$ cat config.mk
export PLATFORM = sky130hd
export DESIGN_NAME = quad_span_fill_rasterizer_flat
export DESIGN_NICKNAME = d
export VERILOG_FILES = /design/src/hdl/qsf_pkg.sv /design/src/hdl/qsf_in_if.sv /design/src/hdl/qsf_out_if.sv /design/src/hdl/qsf_line_init.sv /design/src/hdl/qsf_line_step.sv /design/src/hdl/quad_span_fill_rasterizer.sv /design/src/flat_wrapper.sv
export SDC_FILE = /design/constraint.sdc
export NUM_CORES = 1
export LEC_CHECK = 0
export BUFFER_PORTS_ARGS = -buffer_cell sky130_fd_sc_hd__buf_2
export CAP_MARGIN = 20
export CORE_ASPECT_RATIO = 1.25
export CORE_MARGIN = 4
export CORE_UTILIZATION = 57
export DETAILED_ROUTE_END_ITERATION = 12
export GPL_ROUTABILITY_DRIVEN = 0
export PLACE_DENSITY = 0.76
export SYNTH_ARGS = -nofsm -noshare
export SYNTH_HDL_FRONTEND = slang
export SYNTH_SLANG_ARGS = --single-unit
$ cat constraint.sdc
create_clock -name clk_i -period 9.95 [get_ports clk_i]
set_input_delay 1.4925 -clock clk_i [delete_from_list [all_inputs] [get_ports clk_i]]
set_output_delay 1.4925 -clock clk_i [all_outputs]
set_load 0.03 [all_outputs]
$ cat src/hdl/qsf_pkg.sv
`timescale 1ns / 1ps

package qsf_pkg;

  localparam int COLOR_W   = 24;
  localparam int DIM_W     = 11;
  localparam int CFG_IDX_W = 2;

  localparam logic [COLOR_W-1:0] FILL_COLOR_RESET    = 24'hFF0000;
  localparam logic [DIM_W-1:0]   SCREEN_WIDTH_RESET  = 11'd640;
  localparam logic [DIM_W-1:0]   SCREEN_HEIGHT_RESET = 11'd360;

  // register indexes of the configuration port
  typedef enum logic [CFG_IDX_W-1:0] {
    CFG_FILL_COLOR    = 2'd0,
    CFG_SCREEN_WIDTH  = 2'd1,
    CFG_SCREEN_HEIGHT = 2'd2
  } cfg_idx_e;

  // request kinds
  localparam logic KIND_LOAD = 1'b0;
  localparam logic KIND_TICK = 1'b1;

  // step sign bits: set means the coordinate steps down
  localparam int SIGN_X = 0;
  localparam int SIGN_Y = 1;

endpackage

$ cat src/hdl/qsf_in_if.sv
`timescale 1ns / 1ps

interface qsf_in_if #(
  parameter int COORD_BITS = 12
);
  logic                         valid;
  logic                         ready;
  logic                         kind;
  logic signed [COORD_BITS-1:0] vert0_x;
  logic signed [COORD_BITS-1:0] vert0_y;
  logic signed [COORD_BITS-1:0] vert1_x;
  logic signed [COORD_BITS-1:0] vert1_y;
  logic signed [COORD_BITS-1:0] vert2_x;
  logic signed [COORD_BITS-1:0] vert2_y;
  logic signed [COORD_BITS-1:0] vert3_x;
  logic signed [COORD_BITS-1:0] vert3_y;
  logic                         pairing;

  modport source (
    output valid, kind, vert0_x, vert0_y, vert1_x, vert1_y,
           vert2_x, vert2_y, vert3_x, vert3_y, pairing,
    input  ready
  );

  modport sink (
    input  valid, kind, vert0_x, vert0_y, vert1_x, vert1_y,
           vert2_x, vert2_y, vert3_x, vert3_y, pairing,
    output ready
  );
endinterface

$ cat src/hdl/qsf_out_if.sv
`timescale 1ns / 1ps

interface qsf_out_if #(
  parameter int COORD_BITS = 12
);
  import qsf_pkg::*;

  logic                         valid;
  logic                         ready;
  logic signed [COORD_BITS-1:0] pixel_x;
  logic signed [COORD_BITS-1:0] pixel_y;
  logic                         on_screen;
  logic [COLOR_W-1:0]           pixel_color;
  logic                         last_of_quad;

  modport source (
    output valid, pixel_x, pixel_y, on_screen, pixel_color, last_of_quad,
    input  ready
  );

  modport sink (
    input  valid, pixel_x, pixel_y, on_screen, pixel_color, last_of_quad,
    output ready
  );
endinterface

$ cat src/hdl/qsf_line_init.sv
`timescale 1ns / 1ps

// bresenham setup: absolute deltas, step signs and starting error
module qsf_line_init #(
  parameter int COORD_BITS = 12
) (
  input  logic signed [COORD_BITS-1:0] x0_i,
  input  logic signed [COORD_BITS-1:0] y0_i,
  input  logic signed [COORD_BITS-1:0] x1_i,
  input  logic signed [COORD_BITS-1:0] y1_i,
  output logic        [COORD_BITS-1:0] dx_o,
  output logic        [COORD_BITS-1:0] dy_o,
  output logic        [1:0]            signs_o,
  output logic signed [COORD_BITS+1:0] err_o
);
  import qsf_pkg::*;

  logic signed [COORD_BITS:0] diff_x;
  logic signed [COORD_BITS:0] diff_y;
  logic signed [COORD_BITS:0] abs_x;
  logic signed [COORD_BITS:0] abs_y;

  always_comb begin
    diff_x = $signed({x1_i[COORD_BITS-1], x1_i}) - $signed({x0_i[COORD_BITS-1], x0_i});
    diff_y = $signed({y1_i[COORD_BITS-1], y1_i}) - $signed({y0_i[COORD_BITS-1], y0_i});
    abs_x  = diff_x[COORD_BITS] ? -diff_x : diff_x;
    abs_y  = diff_y[COORD_BITS] ? -diff_y : diff_y;
    dx_o   = abs_x[COORD_BITS-1:0];
    dy_o   = abs_y[COORD_BITS-1:0];
    signs_o         = '0;
    signs_o[SIGN_X] = !(x0_i < x1_i);
    signs_o[SIGN_Y] = !(y0_i < y1_i);
    err_o  = $signed({2'b00, dx_o}) - $signed({2'b00, dy_o});
  end
endmodule

$ cat src/hdl/qsf_line_step.sv
`timescale 1ns / 1ps

// one bresenham step; passes the point through when disabled or degenerate
module qsf_bres_step #(
  parameter int COORD_BITS = 12
) (
  input  logic                         en_i,
  input  logic signed [COORD_BITS-1:0] pos_x_i,
  input  logic signed [COORD_BITS-1:0] pos_y_i,
  input  logic signed [COORD_BITS+1:0] err_i,
  input  logic        [COORD_BITS-1:0] dx_i,
  input  logic        [COORD_BITS-1:0] dy_i,
  input  logic        [1:0]            signs_i,
  output logic signed [COORD_BITS-1:0] pos_x_o,
  output logic signed [COORD_BITS-1:0] pos_y_o,
  output logic signed [COORD_BITS+1:0] err_o
);
  import qsf_pkg::*;

  logic signed [COORD_BITS+2:0] e2;
  logic signed [COORD_BITS+2:0] dx_ext;
  logic signed [COORD_BITS+2:0] dy_ext;
  logic signed [COORD_BITS+2:0] err_sum;
  logic                         move;
  logic                         step_x;
  logic                         step_y;

  always_comb begin
    move    = en_i && !(dx_i == '0 && dy_i == '0);
    e2      = $signed({err_i, 1'b0});
    dx_ext  = $signed({3'b000, dx_i});
    dy_ext  = $signed({3'b000, dy_i});
    step_x  = move && (e2 > -dy_ext);
    step_y  = move && (e2 < dx_ext);
    err_sum = $signed({err_i[COORD_BITS+1], err_i})
              - (step_x ? dy_ext : '0) + (step_y ? dx_ext : '0);
    err_o   = err_sum[COORD_BITS+1:0];
    pos_x_o = pos_x_i;
    pos_y_o = pos_y_i;
    if (step_x) begin
      pos_x_o = signs_i[SIGN_X] ? pos_x_i - 1'b1 : pos_x_i + 1'b1;
    end
    if (step_y) begin
      pos_y_o = signs_i[SIGN_Y] ? pos_y_i - 1'b1 : pos_y_i + 1'b1;
    end
  end
endmodule

$ cat src/hdl/quad_span_fill_rasterizer.sv
`timescale 1ns / 1ps

// Quad span-fill rasterizer. A load request takes four vertices and the edge
// pairing and sets up two bresenham edges plus the first span; it produces no
// pixel. Each tick request while a quad is loaded produces exactly one pixel
// and moves the walk by one step, so the block takes one request per clock and
// gives one pixel per clock while out_o.ready is high; the limit is the single
// state update per cycle (span step, or edge step followed by span setup).
// Pixels sit in an output register, and a new request is taken whenever that
// register is empty or being drained. A tick with no quad loaded is taken and
// dropped, and a load replaces any quad in progress. Configuration writes take
// effect at once and belong in idle time only.
module quad_span_fill_rasterizer #(
  parameter int COORD_BITS = 12
) (
  input  logic                            clk_i,
  input  logic                            rst_ni,
  input  logic                            cfg_we_i,
  input  logic [qsf_pkg::CFG_IDX_W-1:0]   cfg_idx_i,
  input  logic [qsf_pkg::COLOR_W-1:0]     cfg_data_i,
  qsf_in_if.sink                          in_i,
  qsf_out_if.source                       out_o
);
  import qsf_pkg::*;

  localparam int CW   = COORD_BITS;
  localparam int CMPW = ((CW > DIM_W) ? CW : DIM_W) + 1;

  // configuration
  logic [COLOR_W-1:0] fill_color_q;
  logic [DIM_W-1:0]   screen_width_q;
  logic [DIM_W-1:0]   screen_height_q;

  always_ff @(posedge clk_i or negedge rst_ni) begin
    if (!rst_ni) begin
      fill_color_q    <= FILL_COLOR_RESET;
      screen_width_q  <= SCREEN_WIDTH_RESET;
      screen_height_q <= SCREEN_HEIGHT_RESET;
    end else if (cfg_we_i) begin
      case (cfg_idx_e'(cfg_idx_i))
        CFG_FILL_COLOR:    fill_color_q    <= cfg_data_i;
        CFG_SCREEN_WIDTH:  screen_width_q  <= cfg_data_i[DIM_W-1:0];
        CFG_SCREEN_HEIGHT: screen_height_q <= cfg_data_i[DIM_W-1:0];
        default: begin
        end
      endcase
    end
  end

  // walk state
  logic                 busy_q, busy_d;
  logic signed [CW-1:0] a_x_q, a_y_q, a_end_x_q, a_end_y_q;
  logic signed [CW+1:0] a_err_q;
  logic        [CW-1:0] a_dx_q, a_dy_q;
  logic        [1:0]    a_signs_q;
  logic signed [CW-1:0] b_x_q, b_y_q, b_end_x_q, b_end_y_q;
  logic signed [CW+1:0] b_err_q;
  logic        [CW-1:0] b_dx_q, b_dy_q;
  logic        [1:0]    b_signs_q;
  logic signed [CW-1:0] s_x_q, s_y_q;
  logic signed [CW+1:0] s_err_q;
  logic        [CW-1:0] s_dx_q, s_dy_q;
  logic        [1:0]    s_signs_q;

  // output register
  logic                 out_valid_q;
  logic signed [CW-1:0] pix_x_q, pix_y_q;
  logic                 on_screen_q, last_q;
  logic [COLOR_W-1:0]   pix_color_q;

  logic take, is_load, is_tick;
  assign in_i.ready = !out_valid_q || out_o.ready;
  assign take       = in_i.valid && in_i.ready;
  assign is_load    = take && (in_i.kind == KIND_LOAD);
  assign is_tick    = take && (in_i.kind == KIND_TICK) && busy_q;

  // edge endpoints from the pairing bit
  logic signed [CW-1:0] ld_a1_x, ld_a1_y, ld_b0_x, ld_b0_y;
  assign ld_a1_x = in_i.pairing ? in_i.vert1_x : in_i.vert2_x;
  assign ld_a1_y = in_i.pairing ? in_i.vert1_y : in_i.vert2_y;
  assign ld_b0_x = in_i.pairing ? in_i.vert2_x : in_i.vert1_x;
  assign ld_b0_y = in_i.pairing ? in_i.vert2_y : in_i.vert1_y;

  logic        [CW-1:0] la_dx, la_dy, lb_dx, lb_dy;
  logic        [1:0]    la_signs, lb_signs;
  logic signed [CW+1:0] la_err, lb_err;

  qsf_line_init #(.COORD_BITS(CW)) u_init_a (
    .x0_i(in_i.vert0_x), .y0_i(in_i.vert0_y), .x1_i(ld_a1_x), .y1_i(ld_a1_y),
    .dx_o(la_dx), .dy_o(la_dy), .signs_o(la_signs), .err_o(la_err)
  );

  qsf_line_init #(.COORD_BITS(CW)) u_init_b (
    .x0_i(ld_b0_x), .y0_i(ld_b0_y), .x1_i(in_i.vert3_x), .y1_i(in_i.vert3_y),
    .dx_o(lb_dx), .dy_o(lb_dy), .signs_o(lb_signs), .err_o(lb_err)
  );

  // tick decisions
  logic a_done, b_done, span_done, last;
  assign a_done    = (a_x_q == a_end_x_q) && (a_y_q == a_end_y_q);
  assign b_done    = (b_x_q == b_end_x_q) && (b_y_q == b_end_y_q);
  assign span_done = (s_x_q == b_x_q) && (s_y_q == b_y_q);
  assign last      = span_done && a_done && b_done;

  logic signed [CW-1:0] na_x, na_y, nb_x, nb_y, ns_x, ns_y;
  logic signed [CW+1:0] na_err, nb_err, ns_err;

  qsf_bres_step #(.COORD_BITS(CW)) u_step_a (
    .en_i(span_done && !a_done), .pos_x_i(a_x_q), .pos_y_i(a_y_q), .err_i(a_err_q),
    .dx_i(a_dx_q), .dy_i(a_dy_q), .signs_i(a_signs_q),
    .pos_x_o(na_x), .pos_y_o(na_y), .err_o(na_err)
  );

  qsf_bres_step #(.COORD_BITS(CW)) u_step_b (
    .en_i(span_done && !b_done), .pos_x_i(b_x_q), .pos_y_i(b_y_q), .err_i(b_err_q),
    .dx_i(b_dx_q), .dy_i(b_dy_q), .signs_i(b_signs_q),
    .pos_x_o(nb_x), .pos_y_o(nb_y), .err_o(nb_err)
  );

  qsf_bres_step #(.COORD_BITS(CW)) u_step_s (
    .en_i(!span_done), .pos_x_i(s_x_q), .pos_y_i(s_y_q), .err_i(s_err_q),
    .dx_i(s_dx_q), .dy_i(s_dy_q), .signs_i(s_signs_q),
    .pos_x_o(ns_x), .pos_y_o(ns_y), .err_o(ns_err)
  );

  // new span runs from edge A to edge B, either fresh from a load or after edge steps
  logic signed [CW-1:0] sp_x0, sp_y0, sp_x1, sp_y1;
  logic        [CW-1:0] sp_dx, sp_dy;
  logic        [1:0]    sp_signs;
  logic signed [CW+1:0] sp_err;

  assign sp_x0 = is_load ? in_i.vert0_x : na_x;
  assign sp_y0 = is_load ? in_i.vert0_y : na_y;
  assign sp_x1 = is_load ? ld_b0_x : nb_x;
  assign sp_y1 = is_load ? ld_b0_y : nb_y;

  qsf_line_init #(.COORD_BITS(CW)) u_init_s (
    .x0_i(sp_x0), .y0_i(sp_y0), .x1_i(sp_x1), .y1_i(sp_y1),
    .dx_o(sp_dx), .dy_o(sp_dy), .signs_o(sp_signs), .err_o(sp_err)
  );

  // screen test
  logic on_screen;
  always_comb begin
    on_screen = !s_x_q[CW-1] && !s_y_q[CW-1]
                && ({{(CMPW-CW){1'b0}}, s_x_q} < {{(CMPW-DIM_W){1'b0}}, screen_width_q})
                && ({{(CMPW-CW){1'b0}}, s_y_q} < {{(CMPW-DIM_W){1'b0}}, screen_height_q});
  end

  always_comb begin
    busy_d = busy_q;
    if (is_load) begin
      busy_d = 1'b1;
    end else if (is_tick && last) begin
      busy_d = 1'b0;
    end
  end

  always_ff @(posedge clk_i or negedge rst_ni) begin
    if (!rst_ni) begin
      busy_q <= 1'b0;
    end else begin
      busy_q <= busy_d;
    end
  end

  always_ff @(posedge clk_i) begin
    if (is_load) begin
      a_x_q     <= in_i.vert0_x;
      a_y_q     <= in_i.vert0_y;
      a_end_x_q <= ld_a1_x;
      a_end_y_q <= ld_a1_y;
      a_err_q   <= la_err;
      a_dx_q    <= la_dx;
      a_dy_q    <= la_dy;
      a_signs_q <= la_signs;
      b_x_q     <= ld_b0_x;
      b_y_q     <= ld_b0_y;
      b_end_x_q <= in_i.vert3_x;
      b_end_y_q <= in_i.vert3_y;
      b_err_q   <= lb_err;
      b_dx_q    <= lb_dx;
      b_dy_q    <= lb_dy;
      b_signs_q <= lb_signs;
      s_x_q     <= in_i.vert0_x;
      s_y_q     <= in_i.vert0_y;
      s_err_q   <= sp_err;
      s_dx_q    <= sp_dx;
      s_dy_q    <= sp_dy;
      s_signs_q <= sp_signs;
    end else if (is_tick && !last) begin
      if (span_done) begin
        a_x_q     <= na_x;
        a_y_q     <= na_y;
        a_err_q   <= na_err;
        b_x_q     <= nb_x;
        b_y_q     <= nb_y;
        b_err_q   <= nb_err;
        s_x_q     <= na_x;
        s_y_q     <= na_y;
        s_err_q   <= sp_err;
        s_dx_q    <= sp_dx;
        s_dy_q    <= sp_dy;
        s_signs_q <= sp_signs;
      end else begin
        s_x_q   <= ns_x;
        s_y_q   <= ns_y;
        s_err_q <= ns_err;
      end
    end
  end

  always_ff @(posedge clk_i or negedge rst_ni) begin
    if (!rst_ni) begin
      out_valid_q <= 1'b0;
    end else if (is_tick) begin
      out_valid_q <= 1'b1;
    end else if (out_o.ready) begin
      out_valid_q <= 1'b0;
    end
  end

  always_ff @(posedge clk_i) begin
    if (is_tick) begin
      pix_x_q     <= s_x_q;
      pix_y_q     <= s_y_q;
      on_screen_q <= on_screen;
      pix_color_q <= fill_color_q;
      last_q      <= last;
    end
  end

  assign out_o.valid        = out_valid_q;
  assign out_o.pixel_x      = pix_x_q;
  assign out_o.pixel_y      = pix_y_q;
  assign out_o.on_screen    = on_screen_q;
  assign out_o.pixel_color  = pix_color_q;
  assign out_o.last_of_quad = last_q;

endmodule
$ cat src/flat_wrapper.sv
// flat-port wrapper written by rule: the top's interface ports become plain ports
module quad_span_fill_rasterizer_flat import qsf_pkg::*;
#(
  parameter int COORD_BITS = 12
)
  (clk_i, rst_ni, cfg_we_i, cfg_idx_i, cfg_data_i, in_i_valid, in_i_kind, in_i_vert0_x, in_i_vert0_y, in_i_vert1_x, in_i_vert1_y, in_i_vert2_x, in_i_vert2_y, in_i_vert3_x, in_i_vert3_y, in_i_pairing, in_i_ready, out_o_valid, out_o_pixel_x, out_o_pixel_y, out_o_on_screen, out_o_pixel_color, out_o_last_of_quad, out_o_ready);
  qsf_in_if #(.COORD_BITS(COORD_BITS)) in_i_i ();
  qsf_out_if #(.COORD_BITS(COORD_BITS)) out_o_i ();
  input  logic clk_i;
  input  logic rst_ni;
  input  logic cfg_we_i;
  input  logic [qsf_pkg::CFG_IDX_W-1:0] cfg_idx_i;
  input  logic [qsf_pkg::COLOR_W-1:0] cfg_data_i;
  input wire logic [$bits(in_i_i.valid)-1:0] in_i_valid;
  input wire logic [$bits(in_i_i.kind)-1:0] in_i_kind;
  input wire logic [$bits(in_i_i.vert0_x)-1:0] in_i_vert0_x;
  input wire logic [$bits(in_i_i.vert0_y)-1:0] in_i_vert0_y;
  input wire logic [$bits(in_i_i.vert1_x)-1:0] in_i_vert1_x;
  input wire logic [$bits(in_i_i.vert1_y)-1:0] in_i_vert1_y;
  input wire logic [$bits(in_i_i.vert2_x)-1:0] in_i_vert2_x;
  input wire logic [$bits(in_i_i.vert2_y)-1:0] in_i_vert2_y;
  input wire logic [$bits(in_i_i.vert3_x)-1:0] in_i_vert3_x;
  input wire logic [$bits(in_i_i.vert3_y)-1:0] in_i_vert3_y;
  input wire logic [$bits(in_i_i.pairing)-1:0] in_i_pairing;
  output wire logic [$bits(in_i_i.ready)-1:0] in_i_ready;
  output wire logic [$bits(out_o_i.valid)-1:0] out_o_valid;
  output wire logic [$bits(out_o_i.pixel_x)-1:0] out_o_pixel_x;
  output wire logic [$bits(out_o_i.pixel_y)-1:0] out_o_pixel_y;
  output wire logic [$bits(out_o_i.on_screen)-1:0] out_o_on_screen;
  output wire logic [$bits(out_o_i.pixel_color)-1:0] out_o_pixel_color;
  output wire logic [$bits(out_o_i.last_of_quad)-1:0] out_o_last_of_quad;
  input wire logic [$bits(out_o_i.ready)-1:0] out_o_ready;
  assign in_i_i.valid = in_i_valid;
  assign in_i_i.kind = in_i_kind;
  assign in_i_i.vert0_x = in_i_vert0_x;
  assign in_i_i.vert0_y = in_i_vert0_y;
  assign in_i_i.vert1_x = in_i_vert1_x;
  assign in_i_i.vert1_y = in_i_vert1_y;
  assign in_i_i.vert2_x = in_i_vert2_x;
  assign in_i_i.vert2_y = in_i_vert2_y;
  assign in_i_i.vert3_x = in_i_vert3_x;
  assign in_i_i.vert3_y = in_i_vert3_y;
  assign in_i_i.pairing = in_i_pairing;
  assign in_i_ready = in_i_i.ready;
  assign out_o_valid = out_o_i.valid;
  assign out_o_pixel_x = out_o_i.pixel_x;
  assign out_o_pixel_y = out_o_i.pixel_y;
  assign out_o_on_screen = out_o_i.on_screen;
  assign out_o_pixel_color = out_o_i.pixel_color;
  assign out_o_last_of_quad = out_o_i.last_of_quad;
  assign out_o_i.ready = out_o_ready;
  quad_span_fill_rasterizer #(.COORD_BITS(COORD_BITS)) u_core (.clk_i(clk_i), .rst_ni(rst_ni), .cfg_we_i(cfg_we_i), .cfg_idx_i(cfg_idx_i), .cfg_data_i(cfg_data_i), .in_i(in_i_i), .out_o(out_o_i));
endmodule
==> out/metrics.yaml, run 1 <==
timing:
  final.setup.worst_slack_ns: 0.745
  hold_viol_final: 0
  post-route-min-period_ns: 9.20
  fin_crit_sh_pct: 92.5
  slew_headroom_pct: 25.7
  rsz0062_at_grt: "false"
  fmax_mhz: 109
  tightestPinTransition_ns: 1.11
  holdWs_ns: 0.445
  drv_slew: 0
  worst_clock_skew_ns: 0.0432
  setup_viol: 0
  fin_setup_tns_ns: 0
setup_path:
  r2r-end: "u_core.s_err_q[12]$_DFFE_PP_"
  reg2reg_slack_ns: 0.75
  cp.arrival_ns: 9.58
  cpPeakStageDelay_ns: 0.62
  regToRegStartpoint: "u_core.b_dy_q[2]$_DFFE_PP_"
  critical_path.max_fanout: 14
  critPathLaunchType: "register"
  crit_type: "register to register"
  cp_slowest_cell: "and2_1"
  end_kind: "register"
  crit_required_ns: 10.32
  reg2reg_depth: 34
  cpMostUsedCell: "o21ai_0"
layout:
  multiInputGateArea_sq_um: 17600
  nNetsFinal: 3643
  final_common_cell: "ha_1"
  area_growth_pct: 10.4
  final_cell_mix: "ha_1, inv_1, edfxtp_1, xnor2_1, nor2_1"
  diodes: 0
  fillers: 4075
  drive_gt1_share_pct: 13.0
  design_area_sq_um: 32000
  seqCellArea_sq_um: 9930
logic_synthesis:
  netlist_area_sq_um: 29000
  synth_top_area_share_pct: 30.1
  synth_top_area_cell: "edfxtp_1"
  synthesis.nets: 3460
  yosysWarningCount: 0
  avgSynthCellArea_sq_um: 9.80
  synthTopCellsByArea: "edfxtp_1, ha_1, xnor2_1"
  seq_area_frac_synth_pct: 34.3
  yosys.cell_types.count: 84
  synth_edf_count: 290
  syn_inst: 2956
  async_flop_share_pct: 14.2
  synth-seq-cells: 338
  synthFlopType: "edfxtp_1"
global_routing:
  grt_first_pass_wirelength_um: 129000
  grt_usage_pct: 30.0
  grt_pass1_vias: 23500
  grt_start_max_net_pins: 63
  grt_overflow: 0
  antenna_found_initial: 0
status:
  status: "completed"
drt:
  wl_per_cell_um: 21.9
  firstDrtPassIters: 9
  drt_iter0_markers: 2502
  num_vias: 23700
  via_per_inst: 6.20
  remaining_drc_errors: 0
  ant_nets: 0
  routed_wl_um: 83700
cts:
  postCtsHoldBufs: 0
  cts_tree: "done"
  clk_pin_slew_worst_paths_ns: 0.06
  post_cts_buffers: 0
  cts_buffers: 37
  cts_root_buffer: "clkbuf_16"
  cts_sinks: 338
  clk_latency_ns: 0.59
  htree_levels: 2
  cts_buffer_depth: 3
power_and_ir_drop:
  p_leak_nw: 14.0
  fin_total_pwr_w: 0.00714
  power.density_nw_per_um2: 223
  ir_drop_uv: 169
worst_hold_path:
  hold_class: "register to register"
  holdPathEnd: "u_core.out_o.pixel_color[13]$_DFFE_PP_"
  hold_start: "u_core.fill_color_q[13]$_DFFE_PN0P_"
  holdPathStages: 0
placement:
  dp_hpwl_um: 66800
  dp_slack_ns: 0.943
  postPlaceCellArea_sq_um: 30600
  port_buffers: 180
die:
  die_area_sq_um: 54500
  coreArea_sq_um: 50400
  io_pins: 181
  rows: 92
  die_w_um: 210
  die_h_um: 260
  start_util_pct: 57.5
run:
  cap_violations: 0
metal layers:
| metal | vias up | track usage [%] | wire length, um |
|---|---|---|---|
| met5 | - | 0 | 0 |
| met4 | 0 | 16.2 | 5600 |
| met3 | 289 | 5.51 | 7330 |
| met2 | 1155 | 49.3 | 38600 |
| met1 | 11300 | 37.7 | 32200 |
| li1 | 11000 | - | - |
registers in the layout, indices dropped and copies added (netlist names), 14 cells and up:
name	flops
u_core.fill_color_q	24
u_core.out_o.pixel_color	24
u_core.a_err_q	14
u_core.s_err_q	14
u_core.b_err_q	14
repair_timing:
item	in CTS	in global routing
resized for setup	0	1
endpoints found under the setup margin	0	2
endpoints found under the hold margin	0	0
cell families (layout without fill, tap and decap cells):
logic type                 Yosys count  in the layout  share of synthesized area, %
and+or+nand+nor                    763            763                          13.4
xor gates and xnor gates           349            349                          10.5
muxes                              164            164                          6.03
adders and majority gates          375            375                          17.5
DFF                                338            338                          34.3
buffers and inverters              375            587                          4.96
AOI/OAI and AO/OA                  592            592                          13.2
area by class of cell:
type | count | area share, %
tap | 658 | 2.57
multi-input combinational | 2243 | 55.1
clock buffer | 49 | 3.23
timing repair buffer | 201 | 3.39
clock inverter | 19 | 0.911
inverter | 318 | 3.74
sequential | 338 | 31.0
where the power goes:
part | total (W) | internal, W | leakage [nW] | switching (W)
Sequential | 0.00207 | 0.00187 | 3.23 | 0.000197
Combinational | 0.00355 | 0.00151 | 10.1 | 0.00204
Clock | 0.00152 | 0.000900 | 0.646 | 0.000618
how the worst max path moves through the flow:
stage	slack (ns)	endpoint	from	depth (start not counted)
finish	0.75	u_core.s_err_q[12]$_DFFE_PP_	u_core.b_dy_q[2]$_DFFE_PP_	34
global route	0.02	u_core.s_err_q[13]$_DFFE_PP_	u_core.b_dy_q[2]$_DFFE_PP_	36
floorplan	1.01	u_core.s_err_q[12]$_DFFE_PP_	out_o_ready	28
detailed placement	0.94	u_core.s_err_q[12]$_DFFE_PP_	u_core.b_dy_q[2]$_DFFE_PP_	33
CTS	0.83	u_core.s_err_q[12]$_DFFE_PP_	u_core.b_dy_q[2]$_DFFE_PP_	33
global placement	1.37	u_core.s_err_q[13]$_DFFE_PP_	u_core.b_dy_q[2]$_DFFE_PP_	33
stage by stage:
| stage | utilization [%] | std cells |
|---|---|---|
| 3_3_place_gp | 60.7 | 3756 |
| 2_1_floorplan | - | 2956 |
| 4_1_cts | 63.4 | 3824 |
| 6_report | 63.5 | 3826 |
| 5_1_grt | 63.5 | 3826 |
| 3_5_place_dp | 60.7 | 3756 |
worst max-delay path, delay by kind of cell (launching register included):
kind                     cells  cell delay, ns
XOR/XNOR                     2            0.35
multiplexers                 2            0.71
AO/OA/AOI/OAI               14            3.17
flip-flops                   1            0.47
buffers and inverters        1            0.20
AND/OR/NAND/NOR             12            2.86
adder cells (fa/ha/maj)      3            1.23
cells in the mapped netlist (14+ instances only):
cell type,instances
dfstp_2,14
o21ai_0,120
ha_1,324
nand3_1,51
inv_1,318
a21oi_1,181
a31o_2,16
edfxtp_1,290
clkbuf_1,39
mux2_2,84
nand2b_1,34
nor4_1,27
a31oi_1,17
nand2_1,129
mux2i_1,79
or3_1,25
a21o_1,76
nand4_1,39
and3_1,29
o31ai_1,19
nor2b_1,47
xor2_1,124
o21a_1,36
a211oi_1,23
and2_1,32
nor2_1,218
nor3_1,68
or2_2,17
xnor2_1,225
fa_1,51
dfrtp_1,34
No activity file was read; power rests on OpenSTA's default activity.
==> run 2: changes to the inputs <==
--- a/config.mk
+++ b/config.mk
@@ -5,6 +5,7 @@
 export SDC_FILE = /design/constraint.sdc
 export NUM_CORES = 1
 export LEC_CHECK = 0
+export ABC_AREA = 1
 export BUFFER_PORTS_ARGS = -buffer_cell sky130_fd_sc_hd__buf_2
 export CAP_MARGIN = 20
 export CORE_ASPECT_RATIO = 1.25
@@ -12,7 +13,7 @@
 export CORE_UTILIZATION = 57
 export DETAILED_ROUTE_END_ITERATION = 12
 export GPL_ROUTABILITY_DRIVEN = 0
-export PLACE_DENSITY = 0.76
+export PLACE_DENSITY = 0.75
 export SYNTH_ARGS = -nofsm -noshare
 export SYNTH_HDL_FRONTEND = slang
 export SYNTH_SLANG_ARGS = --single-unit
==> out/metrics.yaml, run 2 <==
status:
  status: "completed"
cts:
  cts_tree: "done"
  cts_root_buffer: "clkbuf_16"
  clk_pin_slew_worst_paths_ns: 0.07
  htree_levels: 2
  cts_buffer_depth: 3
  post_cts_resized: 0
  clk_latency_ns: 0.58
  cts_buffers: 37
  post_cts_buffers: 0
  postCtsHoldBufs: 0
  cts_sinks: 338
timing:
  fin_setup_tns_ns: 0
  drv_slew: 0
  hold_viol_final: 0
  slew_headroom_pct: 24.6
  tightestPinTransition_ns: 1.12
  fin_crit_sh_pct: 80.0
  post-route-min-period_ns: 7.96
  rsz0062_at_grt: "false"
  final.setup.worst_slack_ns: 1.99
  fmax_mhz: 126
  setup_viol: 0
  worst_clock_skew_ns: 0.0212
setup_path:
  crit_buf_inv: 3
  r2r-end: "u_core.s_err_q[11]$_DFFE_PP_"
  reg2reg_slack_ns: 1.99
  regToRegStartpoint: "u_core.b_dy_q[0]$_DFFE_PP_"
  cp_slowest_cell: "xor2_1"
  cpMostUsedCell: "nand2_1"
  crit_family: "simple AND/OR/NAND/NOR gates"
  critical_path.max_fanout: 13
  end_kind: "register"
  crit_required_ns: 10.40
  crit_type: "register to register"
  cp.arrival_ns: 8.41
  reg2reg_depth: 42
  cpPeakStageDelay_ns: 0.72
  critPathLaunchType: "register"
drt:
  remaining_drc_errors: 0
  routed_wl_um: 87200
  via_per_inst: 5.56
  firstDrtPassIters: 7
  drt_iter0_markers: 2240
  wl_per_cell_um: 17.7
  num_vias: 27400
  ant_nets: 0
worst_hold_path:
  holdPathStages: 0
  hold_class: "register to register"
  hold_start: "u_core.fill_color_q[11]$_DFFE_PN0P_"
  holdPathEnd: "u_core.out_o.pixel_color[11]$_DFFE_PP_"
logic_synthesis:
  synth_top_area_share_pct: 28.4
  synth-seq-cells: 338
  synthesis.nets: 4558
  yosys.cell_types.count: 56
  synth_edf_count: 290
  synth_top_area_cell: "edfxtp_1"
  synthTopCellsByArea: "edfxtp_1, ha_1, nand2_1"
  avgSynthCellArea_sq_um: 7.56
  async_flop_share_pct: 14.2
  yosysWarningCount: 0
  syn_inst: 4054
  yosysMostFrequentCell: "nand2_1"
  netlist_area_sq_um: 30600
  seq_area_frac_synth_pct: 32.4
  synthTopCellsByCount: "nand2_1, inv_1, ha_1, nor2_1, edfxtp_1"
  synthFlopType: "edfxtp_1"
placement:
  port_buffers: 180
  dp_slack_ns: 2.24
  dp_hpwl_um: 70800
power_and_ir_drop:
  p_leak_nw: 16.9
  ir_drop_uv: 150
  power.density_nw_per_um2: 212
layout:
  nNetsFinal: 4735
  diodes: 0
  drive_gt1_share_pct: 8.36
  final_common_cell: "nand2_1"
  area_growth_pct: 9.45
  fillers: 4731
  final_cell_mix: "nand2_1, inv_1, ha_1, nor2_1, edfxtp_1"
die:
  start_util_pct: 57.9
  rows: 94
  die_area_sq_um: 57500
  coreArea_sq_um: 52900
  die_h_um: 267
  io_pins: 181
  die_w_um: 215
global_routing:
  grt_start_max_net_pins: 164
  grt_pass1_vias: 26200
  grt_overflow: 0
  grt_usage_pct: 29.9
  grt_first_pass_wirelength_um: 137000
  antenna_found_initial: 2
run:
  cap_violations: 0
## run 2: final cells by class
type                    count  area [sq um]  share of cell area, %
multi-input cells        2965         17800                   53.2
flip-flops and latches    338          9930                   29.6
clock inverters            20           263                  0.784
clock buffers              46           991                   2.96
repair buffers            197          1070                   3.20
well taps                 672           841                   2.51
inverters                 692          2600                   7.76
## run 2: worst max path at each step
stage | from | end | slack [ns] | cells after the start
2_1_floorplan | out_o_ready | u_core.s_err_q[11]$_DFFE_PP_ | 1.63 | 31
3_3_place_gp | u_core.b_dy_q[0]$_DFFE_PP_ | u_core.s_err_q[11]$_DFFE_PP_ | 2.37 | 42
3_5_place_dp | u_core.b_dy_q[0]$_DFFE_PP_ | u_core.s_err_q[11]$_DFFE_PP_ | 2.24 | 42
4_1_cts | u_core.b_dy_q[0]$_DFFE_PP_ | u_core.s_err_q[11]$_DFFE_PP_ | 2.17 | 42
5_1_grt | u_core.b_dy_q[1]$_DFFE_PP_ | u_core.s_err_q[11]$_DFFE_PP_ | 1.29 | 42
6_report | u_core.b_dy_q[0]$_DFFE_PP_ | u_core.s_err_q[11]$_DFFE_PP_ | 1.99 | 42
## run 2: worst reg2reg max path: cells and delay by family, from the launching register on
kind | cells | cell delay [ns]
adder cells (fa/ha/maj) | 4 | 1.31
XOR/XNOR | 3 | 1.07
buffers and inverters | 3 | 0.17
AND/OR/NAND/NOR | 29 | 4.19
flip-flops | 1 | 0.41
AO/OA/AOI/OAI | 3 | 0.67
## run 2: power breakdown
group	internal, W	switching, W	leakage, nW
clock network	0.000826	0.000622	0.605
logic	0.00133	0.00228	13.1
registers	0.00186	0.000187	3.26
total	0.00402	0.00309	16.9
## run 2: cell families after synthesis
| logic type | count (synthesis) | share of synthesized area, % |
|---|---|---|
| AOI/OAI and AO/OA | 585 | 10.6 |
| xor gates and xnor gates | 217 | 6.28 |
| adders and majority gates | 375 | 16.6 |
| buffers and inverters | 751 | 9.41 |
| DFF | 338 | 32.4 |
| muxes | 17 | 0.613 |
| and+or+nand+nor | 1771 | 24.1 |
## run 2: through the flow
stage / util [%] / std cells / hold slack (ns) / total power [W] / area (sq um)
after floorplan: - / 4054 / 0.419 / 0.00473 / 30600
after global placement: 60.9 / 4860 / 0.421 / 0.00555 / 32200
after detailed placement: 60.9 / 4861 / 0.428 / 0.00563 / 32200
after CTS: 63.3 / 4927 / 0.443 / 0.00710 / 33500
after global routing: 63.3 / 4930 / 0.451 / 0.00772 / 33500
final: 63.3 / 4930 / 0.444 / 0.00711 / 33500
## run 2: per-layer routing
| layer | GRT usage, % | vias to the layer above | wire (um) |
|---|---|---|---|
| li1 | - | 13600 | - |
| met1 | 36.8 | 12500 | 34800 |
| met2 | 51.3 | 1019 | 40700 |
| met3 | 4.27 | 265 | 6280 |
| met4 | 15.7 | 0 | 5400 |
| met5 | 0 | - | 0 |
